$ cat src/design/windowed_brightness_dark_decision_assert.svh
// Assertion macros for the windowed brightness dark decision block.
// Used by the top level; expects signals named clock and reset in scope.
`ifndef WINDOWED_BRIGHTNESS_DARK_DECISION_ASSERT_SVH
`define WINDOWED_BRIGHTNESS_DARK_DECISION_ASSERT_SVH

`ifndef NO_ASSERTIONS

// Same-cycle implication.
`define WBDD_ASSERT_IMPLY(lbl, cond, expr) \
   lbl: assert property (@(posedge clock) disable iff (reset) (cond) |-> (expr)) \
      else $error("windowed_brightness_dark_decision: same-cycle check failed");

// Next-cycle implication.
`define WBDD_ASSERT_NEXT(lbl, cond, expr) \
   lbl: assert property (@(posedge clock) disable iff (reset) (cond) |=> (expr)) \
      else $error("windowed_brightness_dark_decision: next-cycle check failed");

`else

`define WBDD_ASSERT_IMPLY(lbl, cond, expr)
`define WBDD_ASSERT_NEXT(lbl, cond, expr)

`endif

`endif

$ cat src/design/wbdd_pkg.sv
`timescale 1ns / 1ps
// Shared types and constants of the windowed brightness dark decision block.
// No dependencies; imported by the controller, the datapath and the top level.
package wbdd_pkg;

   // Width of a brightness value and of the computed mean.
   localparam int MEAN_W = 8;
   // One quotient bit per divider step.
   localparam int DIV_STEPS = MEAN_W;
   localparam int STEP_W = $clog2(DIV_STEPS);

   // Configuration register indexes.
   localparam logic [1:0] REG_DARK_THRESHOLD = 2'd0;
   localparam logic [1:0] REG_HYSTERESIS_BAND = 2'd1;
   localparam logic [1:0] REG_ANALOG_CEILING = 2'd2;
   localparam logic [1:0] REG_DIGITAL_CEILING = 2'd3;

   localparam int CSR_ADDR_W = 4;
   localparam int CSR_DATA_W = 32;

   // Reset values of the configuration registers.
   localparam logic [7:0] DARK_THRESHOLD_RESET = 8'd65;
   localparam logic [7:0] HYSTERESIS_BAND_RESET = 8'd0;
   localparam logic [7:0] ANALOG_CEILING_RESET = 8'd0;
   localparam logic [15:0] DIGITAL_CEILING_RESET = 16'd0;

   typedef struct packed {
      logic [7:0] dark_threshold;
      logic [7:0] hysteresis_band;
      logic [7:0] analog_ceiling;
      logic [15:0] digital_ceiling;
   } wbdd_cfg_type;

   // Commands from the controller to the datapath; at most one is high.
   typedef struct packed {
      logic accum;
      logic div_load;
      logic div_step;
      logic finish;
   } wbdd_cmd_type;

   // Status from the datapath to the controller.
   typedef struct packed {
      logic last_sample;
      logic div_last;
      logic out_free;
   } wbdd_status_type;

endpackage

$ cat src/design/wbdd_ctrl.sv
`timescale 1ns / 1ps
// Controller of the windowed brightness dark decision block.
// Depends on wbdd_pkg for the command and status structs.
module wbdd_ctrl import wbdd_pkg::*; (
   input  logic            clock,
   input  logic            reset,
   input  logic            req_valid,
   output logic            req_stall,
   input  wbdd_status_type status,
   output wbdd_cmd_type    cmd
);

   localparam logic [1:0] S_IDLE = 2'd0;
   localparam logic [1:0] S_LOAD = 2'd1;
   localparam logic [1:0] S_DIV = 2'd2;
   localparam logic [1:0] S_FINISH = 2'd3;

   logic [1:0] state_ff;
   logic [1:0] state_in;

   assign req_stall = (state_ff != S_IDLE);

   always_comb begin
      state_in = state_ff;
      cmd = '0;
      unique case (state_ff)
         S_IDLE: begin
            if (req_valid) begin
               cmd.accum = 1'b1;
               if (status.last_sample) begin
                  state_in = S_LOAD;
               end
            end
         end
         S_LOAD: begin
            cmd.div_load = 1'b1;
            state_in = S_DIV;
         end
         S_DIV: begin
            cmd.div_step = 1'b1;
            if (status.div_last) begin
               state_in = S_FINISH;
            end
         end
         S_FINISH: begin
            if (status.out_free) begin
               cmd.finish = 1'b1;
               state_in = S_IDLE;
            end
         end
         default: begin
            state_in = S_IDLE;
         end
      endcase
   end

   always_ff @(posedge clock) begin
      if (reset) begin
         state_ff <= S_IDLE;
      end else begin
         state_ff <= state_in;
      end
   end

endmodule

$ cat src/design/wbdd_dpath.sv
`timescale 1ns / 1ps
// Datapath of the windowed brightness dark decision block: window statistics,
// bit-serial mean divider, decision logic and the result register. Uses wbdd_pkg.
module wbdd_dpath import wbdd_pkg::*; #(
   parameter int WINDOW_LENGTH = 16
) (
   input  logic            clock,
   input  logic            reset,
   input  wbdd_cmd_type    cmd,
   output wbdd_status_type status,
   input  wbdd_cfg_type    cfg,
   input  logic            in_read_ok,
   input  logic [7:0]      in_bright_mean,
   input  logic [7:0]      in_ana_gain,
   input  logic [15:0]     in_digital_gain,
   input  logic            in_exposure_settled,
   input  logic            rsp_stall,
   output logic            rsp_valid,
   output logic            rsp_decided,
   output logic            rsp_is_dark,
   output logic            rsp_decision_changed,
   output logic [7:0]      rsp_window_mean,
   output logic [7:0]      rsp_window_min,
   output logic [7:0]      rsp_window_max,
   output logic [4:0]      rsp_valid_count,
   output logic            rsp_gains_railed,
   output logic            rsp_last_settled,
   output logic [7:0]      rsp_last_analog
);

   localparam int IDX_W = (WINDOW_LENGTH > 1) ? $clog2(WINDOW_LENGTH) : 1;
   localparam int CNT_W = $clog2(WINDOW_LENGTH + 1);
   localparam int SUM_W = CNT_W + MEAN_W;
   localparam logic [IDX_W-1:0] LAST_IDX = IDX_W'(WINDOW_LENGTH - 1);

   // Window statistics.
   logic [IDX_W-1:0]  idx_ff, idx_in;
   logic [CNT_W-1:0]  good_ff, good_in;
   logic [SUM_W-1:0]  sum_ff, sum_in;
   logic [7:0]        low_ff, low_in;
   logic [7:0]        high_ff, high_in;
   logic [CNT_W-1:0]  railed_ff, railed_in;
   logic              settled_ff, settled_in;
   logic [7:0]        analog_ff, analog_in;
   logic              dark_ff, dark_in;

   // Divider.
   logic [SUM_W-1:0]  rem_ff, rem_in;
   logic [SUM_W-1:0]  dvs_ff, dvs_in;
   logic [MEAN_W-1:0] quo_ff, quo_in;
   logic [STEP_W-1:0] step_ff, step_in;

   // Result register.
   logic              out_valid_ff, out_valid_in;
   logic              out_decided_ff, out_dark_ff, out_changed_ff;
   logic [7:0]        out_mean_ff, out_min_ff, out_max_ff, out_analog_ff;
   logic [4:0]        out_count_ff;
   logic              out_railed_ff, out_settled_ff;

   logic              railed_hit;
   logic              decided;
   logic              railed_major;
   logic [8:0]        bright_limit;
   logic              dark_next;
   logic [CNT_W+4:0]  count_ext;

   assign railed_hit = (cfg.analog_ceiling != 8'd0) && (in_ana_gain >= cfg.analog_ceiling)
                    && (cfg.digital_ceiling != 16'd0)
                    && (in_digital_gain >= cfg.digital_ceiling);

   assign decided = (good_ff != '0);
   assign railed_major = {railed_ff, 1'b0} > {1'b0, good_ff};
   assign bright_limit = {1'b0, cfg.dark_threshold} + {1'b0, cfg.hysteresis_band};
   assign count_ext = (CNT_W + 5)'(good_ff);

   always_comb begin
      priority if (!decided) begin
         dark_next = dark_ff;
      end else if (railed_major) begin
         dark_next = 1'b1;
      end else if (quo_ff < cfg.dark_threshold) begin
         dark_next = 1'b1;
      end else if ({1'b0, quo_ff} >= bright_limit) begin
         dark_next = 1'b0;
      end else begin
         dark_next = dark_ff;
      end
   end

   assign status.last_sample = (idx_ff == LAST_IDX);
   assign status.div_last = (step_ff == STEP_W'(DIV_STEPS - 1));
   assign status.out_free = !out_valid_ff || !rsp_stall;

   // Window statistics and the stored decision.
   always_comb begin
      idx_in = idx_ff;
      good_in = good_ff;
      sum_in = sum_ff;
      low_in = low_ff;
      high_in = high_ff;
      railed_in = railed_ff;
      settled_in = settled_ff;
      analog_in = analog_ff;
      dark_in = dark_ff;
      if (cmd.accum) begin
         idx_in = status.last_sample ? '0 : idx_ff + 1'b1;
         if (in_read_ok) begin
            good_in = good_ff + 1'b1;
            sum_in = sum_ff + SUM_W'(in_bright_mean);
            if (in_bright_mean < low_ff) begin
               low_in = in_bright_mean;
            end
            if (in_bright_mean > high_ff) begin
               high_in = in_bright_mean;
            end
            settled_in = in_exposure_settled;
            analog_in = in_ana_gain;
            if (railed_hit) begin
               railed_in = railed_ff + 1'b1;
            end
         end
      end
      if (cmd.finish) begin
         good_in = '0;
         sum_in = '0;
         low_in = 8'hFF;
         high_in = 8'h00;
         railed_in = '0;
         settled_in = 1'b0;
         analog_in = 8'h00;
         dark_in = dark_next;
      end
   end

   // Restoring divider, one quotient bit per step, most significant first.
   always_comb begin
      rem_in = rem_ff;
      dvs_in = dvs_ff;
      quo_in = quo_ff;
      step_in = step_ff;
      if (cmd.div_load) begin
         rem_in = sum_ff;
         dvs_in = SUM_W'({good_ff, {(MEAN_W - 1){1'b0}}});
         quo_in = '0;
         step_in = '0;
      end else if (cmd.div_step) begin
         if (rem_ff >= dvs_ff) begin
            rem_in = rem_ff - dvs_ff;
            quo_in = {quo_ff[MEAN_W-2:0], 1'b1};
         end else begin
            quo_in = {quo_ff[MEAN_W-2:0], 1'b0};
         end
         dvs_in = dvs_ff >> 1;
         step_in = step_ff + 1'b1;
      end
   end

   always_comb begin
      out_valid_in = out_valid_ff;
      if (cmd.finish) begin
         out_valid_in = 1'b1;
      end else if (out_valid_ff && !rsp_stall) begin
         out_valid_in = 1'b0;
      end
   end

   always_ff @(posedge clock) begin
      if (reset) begin
         idx_ff <= '0;
         good_ff <= '0;
         sum_ff <= '0;
         low_ff <= 8'hFF;
         high_ff <= 8'h00;
         railed_ff <= '0;
         settled_ff <= 1'b0;
         analog_ff <= 8'h00;
         dark_ff <= 1'b0;
         step_ff <= '0;
         out_valid_ff <= 1'b0;
      end else begin
         idx_ff <= idx_in;
         good_ff <= good_in;
         sum_ff <= sum_in;
         low_ff <= low_in;
         high_ff <= high_in;
         railed_ff <= railed_in;
         settled_ff <= settled_in;
         analog_ff <= analog_in;
         dark_ff <= dark_in;
         step_ff <= step_in;
         out_valid_ff <= out_valid_in;
      end
   end

   always_ff @(posedge clock) begin
      rem_ff <= rem_in;
      dvs_ff <= dvs_in;
      quo_ff <= quo_in;
      if (cmd.finish) begin
         out_decided_ff <= decided;
         out_dark_ff <= dark_next;
         out_changed_ff <= dark_next != dark_ff;
         out_mean_ff <= decided ? quo_ff : 8'h00;
         out_min_ff <= decided ? low_ff : 8'h00;
         out_max_ff <= decided ? high_ff : 8'h00;
         out_count_ff <= count_ext[4:0];
         out_railed_ff <= decided && railed_major;
         out_settled_ff <= decided && settled_ff;
         out_analog_ff <= decided ? analog_ff : 8'h00;
      end
   end

   assign rsp_valid = out_valid_ff;
   assign rsp_decided = out_decided_ff;
   assign rsp_is_dark = out_dark_ff;
   assign rsp_decision_changed = out_changed_ff;
   assign rsp_window_mean = out_mean_ff;
   assign rsp_window_min = out_min_ff;
   assign rsp_window_max = out_max_ff;
   assign rsp_valid_count = out_count_ff;
   assign rsp_gains_railed = out_railed_ff;
   assign rsp_last_settled = out_settled_ff;
   assign rsp_last_analog = out_analog_ff;

endmodule

$ cat src/design/windowed_brightness_dark_decision.sv
`timescale 1ns / 1ps
// Top level of the windowed brightness dark decision block: configuration
// registers, controller and datapath. Depends on wbdd_pkg, wbdd_ctrl, wbdd_dpath.
//
// Usage: one auto-exposure sample enters per req_ beat. After WINDOW_LENGTH
// samples the block emits one rsp_ beat with the window's mean, minimum,
// maximum, valid count, railed flag and the dark/bright decision.
// Samples that do not close a window are accepted back to back; req_stall stays low.
// The sample that closes a window is followed by a busy phase with req_stall high:
// the divider is loaded, the bit-serial mean division produces one quotient bit
// per cycle, and a final step forms the decision and loads the result register.
// The result sits in an output register; while rsp_stall holds it, samples
// of the next window are still accepted. Only when a second window finishes
// before the first result is taken does the block wait in its final step.
// Reset (synchronous, active high) clears the window statistics, sets the
// decision to bright and restores the configuration registers to defaults.
// Registers live on the csr_ port at byte addresses 0, 4, 8 and 12; writes
// complete in the APB access cycle and pready is always high.
module windowed_brightness_dark_decision import wbdd_pkg::*; #(
   parameter int WINDOW_LENGTH = 16
) (
   input  logic                  clock,
   input  logic                  reset,
   // Sample channel.
   input  logic                  req_valid,
   output logic                  req_stall,
   input  logic                  req_read_ok,
   input  logic [7:0]            req_bright_mean,
   input  logic [7:0]            req_ana_gain,
   input  logic [15:0]           req_digital_gain,
   input  logic                  req_exposure_settled,
   // Result channel.
   output logic                  rsp_valid,
   input  logic                  rsp_stall,
   output logic                  rsp_decided,
   output logic                  rsp_is_dark,
   output logic                  rsp_decision_changed,
   output logic [7:0]            rsp_window_mean,
   output logic [7:0]            rsp_window_min,
   output logic [7:0]            rsp_window_max,
   output logic [4:0]            rsp_valid_count,
   output logic                  rsp_gains_railed,
   output logic                  rsp_last_settled,
   output logic [7:0]            rsp_last_analog,
   // Configuration port.
   input  logic                  csr_psel,
   input  logic                  csr_penable,
   input  logic                  csr_pwrite,
   input  logic [CSR_ADDR_W-1:0] csr_paddr,
   input  logic [CSR_DATA_W-1:0] csr_pwdata,
   output logic [CSR_DATA_W-1:0] csr_prdata,
   output logic                  csr_pready
);

`include "windowed_brightness_dark_decision_assert.svh"

   wbdd_cfg_type    cfg_ff, cfg_in;
   wbdd_cmd_type    ctrl_cmd;
   wbdd_status_type dp_status;
   logic            csr_write;
   logic [1:0]      csr_index;
   logic            busy_cmd;
   logic            mean_in_range;
   logic            empty_stats_clear;

   // The register index is the word address; the two low address bits are ignored.
   assign csr_pready = 1'b1;
   assign csr_index = csr_paddr[3:2];
   assign csr_write = csr_psel && csr_penable && csr_pwrite && csr_pready;

   always_comb begin
      cfg_in = cfg_ff;
      if (csr_write) begin
         unique case (csr_index)
            REG_DARK_THRESHOLD:  cfg_in.dark_threshold = csr_pwdata[7:0];
            REG_HYSTERESIS_BAND: cfg_in.hysteresis_band = csr_pwdata[7:0];
            REG_ANALOG_CEILING:  cfg_in.analog_ceiling = csr_pwdata[7:0];
            REG_DIGITAL_CEILING: cfg_in.digital_ceiling = csr_pwdata[15:0];
            default:             cfg_in = cfg_ff;
         endcase
      end
   end

   always_comb begin
      unique case (csr_index)
         REG_DARK_THRESHOLD:  csr_prdata = CSR_DATA_W'(cfg_ff.dark_threshold);
         REG_HYSTERESIS_BAND: csr_prdata = CSR_DATA_W'(cfg_ff.hysteresis_band);
         REG_ANALOG_CEILING:  csr_prdata = CSR_DATA_W'(cfg_ff.analog_ceiling);
         REG_DIGITAL_CEILING: csr_prdata = CSR_DATA_W'(cfg_ff.digital_ceiling);
         default:             csr_prdata = '0;
      endcase
   end

   always_ff @(posedge clock) begin
      if (reset) begin
         cfg_ff.dark_threshold <= DARK_THRESHOLD_RESET;
         cfg_ff.hysteresis_band <= HYSTERESIS_BAND_RESET;
         cfg_ff.analog_ceiling <= ANALOG_CEILING_RESET;
         cfg_ff.digital_ceiling <= DIGITAL_CEILING_RESET;
      end else begin
         cfg_ff <= cfg_in;
      end
   end

   // The controller sequences accumulation, division and result loading.
   wbdd_ctrl u_ctrl (
      .clock     (clock),
      .reset     (reset),
      .req_valid (req_valid),
      .req_stall (req_stall),
      .status    (dp_status),
      .cmd       (ctrl_cmd)
   );

   // The datapath holds the window statistics, the divider and the result beat.
   wbdd_dpath #(
      .WINDOW_LENGTH (WINDOW_LENGTH)
   ) u_dpath (
      .clock                (clock),
      .reset                (reset),
      .cmd                  (ctrl_cmd),
      .status               (dp_status),
      .cfg                  (cfg_ff),
      .in_read_ok           (req_read_ok),
      .in_bright_mean       (req_bright_mean),
      .in_ana_gain          (req_ana_gain),
      .in_digital_gain      (req_digital_gain),
      .in_exposure_settled  (req_exposure_settled),
      .rsp_stall            (rsp_stall),
      .rsp_valid            (rsp_valid),
      .rsp_decided          (rsp_decided),
      .rsp_is_dark          (rsp_is_dark),
      .rsp_decision_changed (rsp_decision_changed),
      .rsp_window_mean      (rsp_window_mean),
      .rsp_window_min       (rsp_window_min),
      .rsp_window_max       (rsp_window_max),
      .rsp_valid_count      (rsp_valid_count),
      .rsp_gains_railed     (rsp_gains_railed),
      .rsp_last_settled     (rsp_last_settled),
      .rsp_last_analog      (rsp_last_analog)
   );

   assign busy_cmd = ctrl_cmd.div_step || ctrl_cmd.finish;
   assign mean_in_range = (rsp_window_min <= rsp_window_mean)
                       && (rsp_window_mean <= rsp_window_max);
   assign empty_stats_clear = (rsp_valid_count == 5'd0) && (rsp_window_max == 8'd0)
                           && !rsp_decision_changed;

   // The divider and the result load never run while samples are being taken.
   `WBDD_ASSERT_IMPLY(a_no_accept_while_busy, !req_stall, !busy_cmd)
   // Loading a result always presents a beat in the next cycle.
   `WBDD_ASSERT_NEXT(a_finish_shows_beat, ctrl_cmd.finish, rsp_valid)
   // The mean of a decided window lies between its minimum and maximum.
   `WBDD_ASSERT_IMPLY(a_mean_in_range, rsp_valid && rsp_decided, mean_in_range)
   // An empty window reports zero statistics and no change of decision.
   `WBDD_ASSERT_IMPLY(a_empty_window, rsp_valid && !rsp_decided, empty_stats_clear)

endmodule
$ cat config.mk
export PLATFORM = sky130hd
export DESIGN_NAME = windowed_brightness_dark_decision
export DESIGN_NICKNAME = d
export VERILOG_FILES = /design/src/design/wbdd_pkg.sv /design/src/design/wbdd_ctrl.sv /design/src/design/wbdd_dpath.sv /design/src/design/windowed_brightness_dark_decision.sv
export VERILOG_INCLUDE_DIRS = /design/src /design/src/design
export SDC_FILE = /design/constraint.sdc
export NUM_CORES = 1
export LEC_CHECK = 0
export BUFFER_PORTS_ARGS = -buffer_cell sky130_fd_sc_hd__buf_2
export CAP_MARGIN = 10
export CORE_MARGIN = 2
export CORE_UTILIZATION = 50
export DETAILED_ROUTE_END_ITERATION = 7
export PLACE_DENSITY_LB_ADDON = 0.12
export SLEW_MARGIN = 20
export SYNTH_ARGS = -nofsm -noshare
export SYNTH_HDL_FRONTEND = slang
export SYNTH_SLANG_ARGS = --single-unit
$ cat constraint.sdc
create_clock -name clock -period 6 [get_ports clock]
set_input_delay 1.5 -clock clock [delete_from_list [all_inputs] [get_ports clock]]
set_output_delay 1.5 -clock clock [all_outputs]
set_load 0.01 [all_outputs]
==> flow_summary.yaml, run 1 <==
status:
  status: "finished, final reports clean"
clock_tree:
  cts_tree: "done"
  ctsResizeCount: 0
  clockBufferDepth: 2
  clk_latency_ns: 0.43
  cts_made_buffers: 17
  cts_setup_buffers: 0
  cts_htree_levels: 4
  clkTransAtPathRegs_ns: 0.06
  cts.sinks: 174
  hold_buffers: 0
  clockRootBuffer: "clkbuf_16"
critical_path:
  cpLargestDelayFamily: "multiplexers"
  crit_slowest_cell: "mux4_2"
  end_kind: "output port"
  worst_ep_required_time_ns: 4.50
  start_kind: "primary input"
  arrival_ns: 2.55
  cp_slowest_stage_delay_ns: 0.54
  timing.critical_path.mode_cell: "buf_2"
  r2r_slack_ns: 2.88
  crit_chain: "buf_2 > mux4_2 > buf_2"
  path_buf_inv: 2
  critical_path_peak_fanout: 20
  crit_type: "primary input to output port"
timing:
  max_slew.worst_pin.slew_ns: 0.949
  period_share: 0.676
  setup_viol: 0
  whs_ns: 0.452
  hold_viol: 0
  finalClockSkew_ns: 0.00905
  maxSlewHeadroom: 0.365
  slew_violations: 0
  tns_ns: 0
  fmax_mhz: 247
  grt_setup_unrepaired: "false"
  fin_crit_ns: 4.05
layout:
  area_growth_pct: 14.7
  fin_nets: 1337
  utilization: 0.590
  layout-drive-gt1-share: 0.155
  design_area_sq_um: 11100
global_route:
  grt_pass1_wl_um: 35000
  grt_pass1_vias: 7247
  antenna_found_initial: 1
  track_usage: 0.214
  grt_max_degree: 52
  overflow: 0
floorplan:
  io_pins: 154
  die_x_um: 143
  rows: 50
  die_height_um: 143
  core_sq_um: 18800
  design.die.area_sq_um: 20500
  initial_utilization: 0.515
synth:
  synth_edf_count: 60
  yosysSeqAreaShare: 0.421
  async_reset_ff_frac: 0
  netlist_area_sq_um: 9690
  yosys_register_bits: 174
  avgSynthCellArea_sq_um: 9.18
  ys.flop_type: "dfxtp_1"
  yosysWarningCount: 0
  synth_cells: 1055
  ys_types: 66
detailed_routing:
  ant_nets: 0
  vias: 7604
  first_pass_iters: 4
  viasPerCell: 5.30
  wl_per_cell_um: 14.7
  wl_um: 21100
  first_iter_violations: 386
  drc_errors: 0
pwr:
  p_leak_uw: 0.00453
  p_sw_frac: 0.225
  pwr-share-clk: 0.450
  pwr-share-comb: 0.084
  ir_worst_vdd_v: 0.000209
  power_density_nw_per_um2: 241
  intPower_uw: 2080
  switchingPower_uw: 601
  seqPwrFrac: 0.466
hold_path:
  hold_class: "flop to flop"
placed_design:
  numPortBuffers: 118
  gp_congestion: 0.872
  placed_cell_area_sq_um: 10500
  dp_hpwl_um: 15500
run:
  cap_violations: 0
==> per-layer routing <==
metal | share of wire | GRT usage | vias up | wire length (um)
met5 | 0 | 0 | - | 0
met4 | 0.017 | 0.0761 | 0 | 367
met3 | 0.044 | 0.0406 | 28 | 923
met2 | 0.47 | 0.353 | 155 | 9930
met1 | 0.47 | 0.281 | 3551 | 9840
li1 | - | - | 3870 | -
==> worst paths after layout <==
path	to	depth (start not counted)	start
max	csr_prdata[7]	3	csr_paddr[2]
min	u_dpath.analog_ff[7]	2	u_dpath.analog_ff[7]
max reg2reg	u_dpath.rsp_decision_changed	15	cfg_ff[32]
min reg2reg	u_dpath.analog_ff[7]	2	u_dpath.analog_ff[7]
==> synth_stat cells (8+ instances only) <==
| cell | n | area share |
|---|---|---|
| clkbuf_1 | 26 | 0.010 |
| a21o_1 | 15 | 0.012 |
| nor3_1 | 11 | 0.0057 |
| xor2_1 | 12 | 0.011 |
| nand2_1 | 130 | 0.050 |
| a211oi_1 | 8 | 0.0062 |
| buf_4 | 17 | 0.013 |
| nand4_1 | 13 | 0.0084 |
| mux4_2 | 8 | 0.019 |
| mux2i_1 | 36 | 0.037 |
| a21oi_1 | 83 | 0.043 |
| edfxtp_1 | 60 | 0.19 |
| inv_1 | 86 | 0.033 |
| nor2b_1 | 26 | 0.017 |
| o21ai_0 | 50 | 0.026 |
| dfxtp_1 | 114 | 0.24 |
| nor2_1 | 88 | 0.034 |
| ha_1 | 97 | 0.13 |
| xnor2_1 | 19 | 0.017 |
| nand3_1 | 45 | 0.023 |
==> power by group through the flow <==
| stage | Sequential, uW | Combinational, uW | Clock [uW] |
|---|---|---|---|
| after detailed placement | 1280 | 224 | 0 |
| final | 1250 | 225 | 1200 |
| after global routing | 1250 | 255 | 1270 |
| after global placement | 1270 | 220 | 0 |
| after CTS | 1250 | 225 | 1230 |
| after floorplan | 1270 | 165 | 0 |
==> cell type report <==
type	instances	area (sq um)
fill	1708	7720
clock buffer	24	536
antenna	1	2.50
clock inverter	8	120
inverter	87	327
timing repair buffer	126	651
tap	260	325
multi-input combinational	754	5070
sequential	174	4080
==> tightest hold or removal path: cells and delay by family, from the launching register on <==
| kind | cells | cell delay, ns |
|---|---|---|
| flip-flops | 1 | 0.30 |
| AO/OA/AOI/OAI | 1 | 0.05 |
| AND/OR/NAND/NOR | 1 | 0.05 |
==> cell families after synthesis <==
logic type / share of synthesized area
multiplexers: 0.0569
flip-flops: 0.421
AO/OA/AOI/OAI: 0.129
buffers and inverters: 0.0626
AND/OR/NAND/NOR: 0.170
XOR/XNOR: 0.0280
other: 0.000775
adder cells (fa/ha/maj): 0.131
==> stage by stage <==
| stage | cells | setup WS [ns] | total power, uW |
|---|---|---|---|
| after floorplan | 1070 | 1.31 | 1440 |
| after CTS | 1433 | 1.95 | 2700 |
| after global placement | 1401 | 1.95 | 1490 |
| after global routing | 1434 | 1.92 | 2780 |
| final | 1434 | 1.95 | 2680 |
| after detailed placement | 1401 | 1.95 | 1500 |
==> cell usage in the layout, fill, tap and decap left out, types with 8 or more instances in the layout <==
master,n
nand2_1,130
buf_2,118
dfxtp_1,114
ha_1,97
nor2_1,87
inv_1,86
a21oi_1,83
edfxtp_1,60
o21ai_0,50
nand3_1,45
mux2i_1,36
nor2b_1,26
clkbuf_16,20
xnor2_1,19
conb_1,17
a21o_1,15
nand4_1,13
xor2_1,12
nor3_1,11
a211oi_1,8
mux4_2,8
buf_4,8
==> state kept, by name, indices dropped and copies added (netlist names), 4 cells and up <==
register	cells
cfg_ff	40
u_dpath.high_ff	8
u_dpath.rsp_window_min	8
u_dpath.idx_ff	4
u_dpath.rem_ff	13
u_dpath.rsp_window_max	8
u_dpath.good_ff	5
u_dpath.rsp_window_mean	8
u_dpath.dvs_ff	12
u_dpath.low_ff	8
u_dpath.rsp_valid_count	5
u_dpath.rsp_last_analog	8
u_dpath.analog_ff	8
u_dpath.sum_ff	13
u_dpath.quo_ff	8
u_dpath.railed_ff	5
Note: power is estimated with default switching activity, not from simulation.
==> run 2, diff against run 1 <==
==> constraint.sdc (replaced) <==
create_clock -name clock -period 4.1 [get_ports clock]
set_input_delay 1.025 -clock clock [delete_from_list [all_inputs] [get_ports clock]]
set_output_delay 1.025 -clock clock [all_outputs]
set_load 0.01 [all_outputs]
==> flow_summary.yaml, run 2 (same netlist as run 1, synthesis figures left out) <==
layout:
  area_growth_pct: 14.2
  mostFrequentLayoutCells: "nand2_1, buf_2, dfxtp_1"
  layout-drive-gt1-share: 0.156
  num_antenna_cells: 0
  layout_commonest_cell: "nand2_1"
  regMostFlops: "cfg_ff"
  n_fill_cell: 1689
  top_regs: "cfg_ff: 40 flops, u_dpath.rem_ff: 13 flops, u_dpath.sum_ff: 13 flops"
  fin_nets: 1339
  utilization: 0.587
  largest_reg_flops: 40
global_route:
  track_usage: 0.218
  grt_pass1_vias: 7230
  antenna_found_initial: 0
  overflow: 0
  grt_pass1_wl_um: 35300
  grt_max_degree: 53
timing:
  hold_viol: 0
  period_share: 0.764
  max_slew.worst_pin.slew_ns: 0.947
  maxSlewHeadroom: 0.367
  tns_ns: 0
  fmax_mhz: 319
  setup_viol: 0
  fin_crit_ns: 3.13
  slew_violations: 0
  finalWorstSetupSlack_ns: 0.968
  finalClockSkew_ns: 0.00883
  grt_setup_unrepaired: "false"
pwr:
  power_density_nw_per_um2: 341
  p_leak_uw: 0.00451
  ir_worst_vdd_v: 0.000289
detailed_routing:
  first_iter_violations: 388
  wl_um: 21200
  drc_errors: 0
  wl_per_cell_um: 14.8
  viasPerCell: 5.31
  first_pass_iters: 5
  vias: 7620
  ant_nets: 0
floorplan:
  rows: 50
  initial_utilization: 0.515
  die_height_um: 143
  core_sq_um: 18800
  design.die.area_sq_um: 20500
  io_pins: 154
  die_x_um: 143
critical_path:
  arrival_ns: 3.30
  critical_path_peak_fanout: 4
  start_kind: "flop"
  end_kind: "flop"
  cp_slowest_stage_delay_ns: 0.40
  path_buf_inv: 1
  r2r_slack_ns: 0.97
  worst_ep_required_time_ns: 4.26
  cpLargestDelayFamily: "compound AO/OA/AOI/OAI gates"
  timing.critical_path.mode_cell: "o21ai_0"
  crit_slowest_cell: "fa_1"
  crit_type: "flop to flop"
  crit_chain: "ha_1 > inv_1 > fa_1 > nor2b_1 > o21ai_0 > a21boi_0 > o21ai_0 > nand2b_1 > xnor2_1 > ha_1 > a21o_1 > a21oi_1 > o21ai_0 > and4_4 > xnor2_1"
clock_tree:
  clk_latency_ns: 0.43
  cts_setup_buffers: 0
  cts.sinks: 174
  clkTransAtPathRegs_ns: 0.06
  cts_tree: "done"
  clockRootBuffer: "clkbuf_16"
  clockBufferDepth: 2
  cts_made_buffers: 17
  hold_buffers: 0
  ctsResizeCount: 0
  cts_htree_levels: 4
status:
  status: "finished, final reports clean"
placed_design:
  gp_congestion: 0.866
  pre_cts_slack_ns: 0.995
  dp_hpwl_um: 15700
  numPortBuffers: 118
run:
  cap_violations: 0
hold_path:
  hold_class: "flop to flop"
==> run 2: worst register-to-register path, stage by stage, from the launching register on <==
cell	delay [ns]
dfxtp_1	0.38
ha_1	0.19
inv_1	0.06
fa_1	0.40
nor2b_1	0.13
o21ai_0	0.10
a21boi_0	0.30
o21ai_0	0.13
nand2b_1	0.10
xnor2_1	0.15
ha_1	0.28
a21o_1	0.16
a21oi_1	0.12
o21ai_0	0.09
and4_4	0.17
xnor2_1	0.12
==> run 2: worst paths after layout <==
kind                        startpoint                           end  cells past startpoint
setup / recovery            cfg_ff[32]  u_dpath.rsp_decision_changed                     15
hold reg to reg   u_dpath.analog_ff[0]          u_dpath.analog_ff[0]                      2
hold / removal    u_dpath.analog_ff[0]          u_dpath.analog_ff[0]                      2
setup reg to reg            cfg_ff[32]  u_dpath.rsp_decision_changed                     15
==> run 2: cell type report <==
cell class	instances	area, sq um	area share
multi-input cells	754	5070	0.458
flip-flops and latches	174	4080	0.369
repair buffers	128	666	0.0602
clock buffers	20	458	0.0414
inverters	87	327	0.0295
well taps	260	325	0.0294
clock inverters	12	135	0.0122
==> run 2: report_power, final <==
| group | leakage [uW] | total [uW] | switching, uW | internal [uW] |
|---|---|---|---|---|
| registers | 0.00142 | 1830 | 22.1 | 1810 |
| clock network | 0.000289 | 1620 | 678 | 937 |
| logic | 0.00280 | 330 | 198 | 132 |
| total | 0.00451 | 3770 | 898 | 2880 |
==> run 2: routing by layer <==
layer | GRT usage | share of wire | up-vias
met5 | 0 | 0 | -
met4 | 0.0599 | 0.015 | 0
met3 | 0.0429 | 0.032 | 22
met2 | 0.368 | 0.49 | 161
met1 | 0.286 | 0.47 | 3572
li1 | - | - | 3865
==> run 2: through the flow <==
step,total power [uW],instances,hold slack (ns),area [sq um]
CTS,3810,1435,0.455,11100
floorplan,2100,1070,0.432,9750
global placement,2190,1403,0.439,10500
detailed placement,2200,1403,0.445,10500
global route,3940,1435,0.469,11100
finish,3770,1435,0.450,11100
==> run 3, diff against run 2 <==
==> constraint.sdc (replaced) <==
create_clock -name clock -period 3 [get_ports clock]
set_input_delay 0.75 -clock clock [delete_from_list [all_inputs] [get_ports clock]]
set_output_delay 0.75 -clock clock [all_outputs]
set_load 0.01 [all_outputs]
==> flow_summary.yaml, run 3 (same netlist as run 1, synthesis figures left out) <==
hold_path:
  hold_class: "flop to flop"
placed_design:
  placed_cell_area_sq_um: 10500
  pre_cts_slack_ns: 0.0555
  numPortBuffers: 118
  dp_hpwl_um: 16000
  gp_congestion: 0.860
critical_path:
  cpLargestDelayFamily: "adder cells"
  arrival_ns: 2.96
  start_kind: "flop"
  timing.critical_path.mode_cell: "o21ai_0"
  critical_path_peak_fanout: 3
  end_kind: "flop"
  crit_slowest_cell: "dfxtp_2"
  worst_ep_required_time_ns: 3.17
  cp_slowest_stage_delay_ns: 0.35
  crit_type: "flop to flop"
  crit_chain: "ha_1 > inv_1 > fa_2 > nor2b_1 > o21ai_0 > a21boi_1 > o21ai_0 > nand2b_1 > xnor2_1 > ha_1 > a21o_1 > a21oi_1 > o21ai_0 > and4_4 > xnor2_1"
  path_buf_inv: 1
layout:
  area_growth_pct: 14.9
  design_area_sq_um: 11100
  seq_area_sq_um: 4090
  fin_nets: 1348
  regMostFlops: "cfg_ff"
  mostFrequentLayoutCells: "nand2_1, buf_2, dfxtp_1"
  layout-drive-gt1-share: 0.166
  largest_reg_flops: 40
  layout_commonest_cell: "nand2_1"
  top_regs: "cfg_ff: 40 flops, u_dpath.rem_ff: 13 flops, u_dpath.sum_ff: 13 flops"
  utilization: 0.591
  num_antenna_cells: 0
  n_fill_cell: 1728
  multi_input_area_sq_um: 5080
timing:
  slew_violations: 0
  finalWorstSetupSlack_ns: 0.213
  maxSlewHeadroom: 0.376
  setup_viol: 0
  whs_ns: 0.450
  fin_crit_ns: 2.79
  max_slew.worst_pin.slew_ns: 0.933
  fmax_mhz: 359
  finalClockSkew_ns: 0.0134
  grt_setup_unrepaired: "false"
  tns_ns: 0
  period_share: 0.929
  hold_viol: 0
clock_tree:
  clk_latency_ns: 0.43
  cts_made_buffers: 17
  clockRootBuffer: "clkbuf_16"
  cts_htree_levels: 4
  clkTransAtPathRegs_ns: 0.07
  cts_tree: "done"
  clockBufferDepth: 2
  cts.sinks: 174
floorplan:
  die_x_um: 143
  rows: 50
  design.die.area_sq_um: 20500
  core_sq_um: 18800
  initial_utilization: 0.515
  io_pins: 154
  die_height_um: 143
global_route:
  use_met3: 0.0369
  overflow: 0
  grt-busiest-layer: "met2"
  grt_max_degree: 51
  antenna_found_initial: 0
  track_usage: 0.218
  grt_pass1_vias: 7160
  grt.met1_usage: 0.288
  grtUsageMet2: 0.365
  grt_pass1_wl_um: 35200
pwr:
  seqPwrFrac: 0.490
  p_sw_frac: 0.248
  p_leak_uw: 0.00456
  power_density_nw_per_um2: 457
  switchingPower_uw: 1260
  intPower_uw: 3830
  ir_worst_vdd_v: 0.000391
  pwr-share-comb: 0.090
  pwr-share-clk: 0.419
detailed_routing:
  ant_nets: 0
  vias: 7614
  first_pass_iters: 5
  viasPerCell: 5.27
  wl_per_cell_um: 14.9
  wl_um: 21500
  drc_errors: 0
  first_iter_violations: 351
status:
  status: "finished, final reports clean"
run:
  cap_violations: 0
run 3: cell count changes in the layout (fill, tap and decap cells not counted), moves of 2 or more:
cell       delta
clkinv_4      -2
inv_6         +5
buf_4         +8
bufinv_16     -2
clkbuf_8      +2
inv_4         +2
clkinv_2      -3
run 3: repair_timing:
action | in CTS | in global routing
buffers inserted | 0 | 0
setup endpoints to repair | 0 | 3
hold buffers | 0 | 0
gates resized for setup | 0 | 4
run 3: worst register-to-register path, stage by stage, from the launching register on:
cell and delay [ns]:
dfxtp_2 0.35, ha_1 0.17, inv_1 0.06, fa_2 0.35, nor2b_1 0.10, o21ai_0 0.10, a21boi_1 0.18, o21ai_0 0.10
nand2b_1 0.09, xnor2_1 0.13, ha_1 0.27, a21o_1 0.16, a21oi_1 0.12, o21ai_0 0.09, and4_4 0.16, xnor2_1 0.11
run 3: final timing paths:
check                        from                            to  slack (ns)  cells past startpoint
min reg2reg  u_dpath.analog_ff[1]          u_dpath.analog_ff[1]        0.45                      2
min          u_dpath.analog_ff[1]          u_dpath.analog_ff[1]        0.45                      2
max reg2reg            cfg_ff[24]  u_dpath.rsp_decision_changed        0.21                     15
max                    cfg_ff[24]  u_dpath.rsp_decision_changed        0.21                     15
run 3: final cells by class:
class	instances	share of cell area
multi-input cells	754	0.456
clock inverters	11	0.00821
repair buffers	137	0.0670
flip-flops and latches	174	0.367
clock buffers	21	0.0433
well taps	260	0.0292
inverters	87	0.0293
run 3: power by group through the flow:
stage          Sequential, uW  Combinational, uW  Clock [uW]
6_report                 2500                460        2130
5_1_grt                  2500                524        2290
4_1_cts                  2500                462        2190
2_1_floorplan            2540                331           0
3_5_place_dp             2550                459           0
3_3_place_gp             2550                451           0
run 3: metal layers:
layer / part of all wire / vias to the layer above
li1: - / 3893
met1: 0.46 / 3557
met2: 0.48 / 137
met3: 0.036 / 27
met4: 0.017 / 0
met5: 0 / -
run 3: per-stage QoR:
step	total power (uW)	instances
finish	5090	1444
global route	5320	1444
CTS	5140	1444
detailed placement	3010	1412
global placement	3000	1412
floorplan	2870	1070
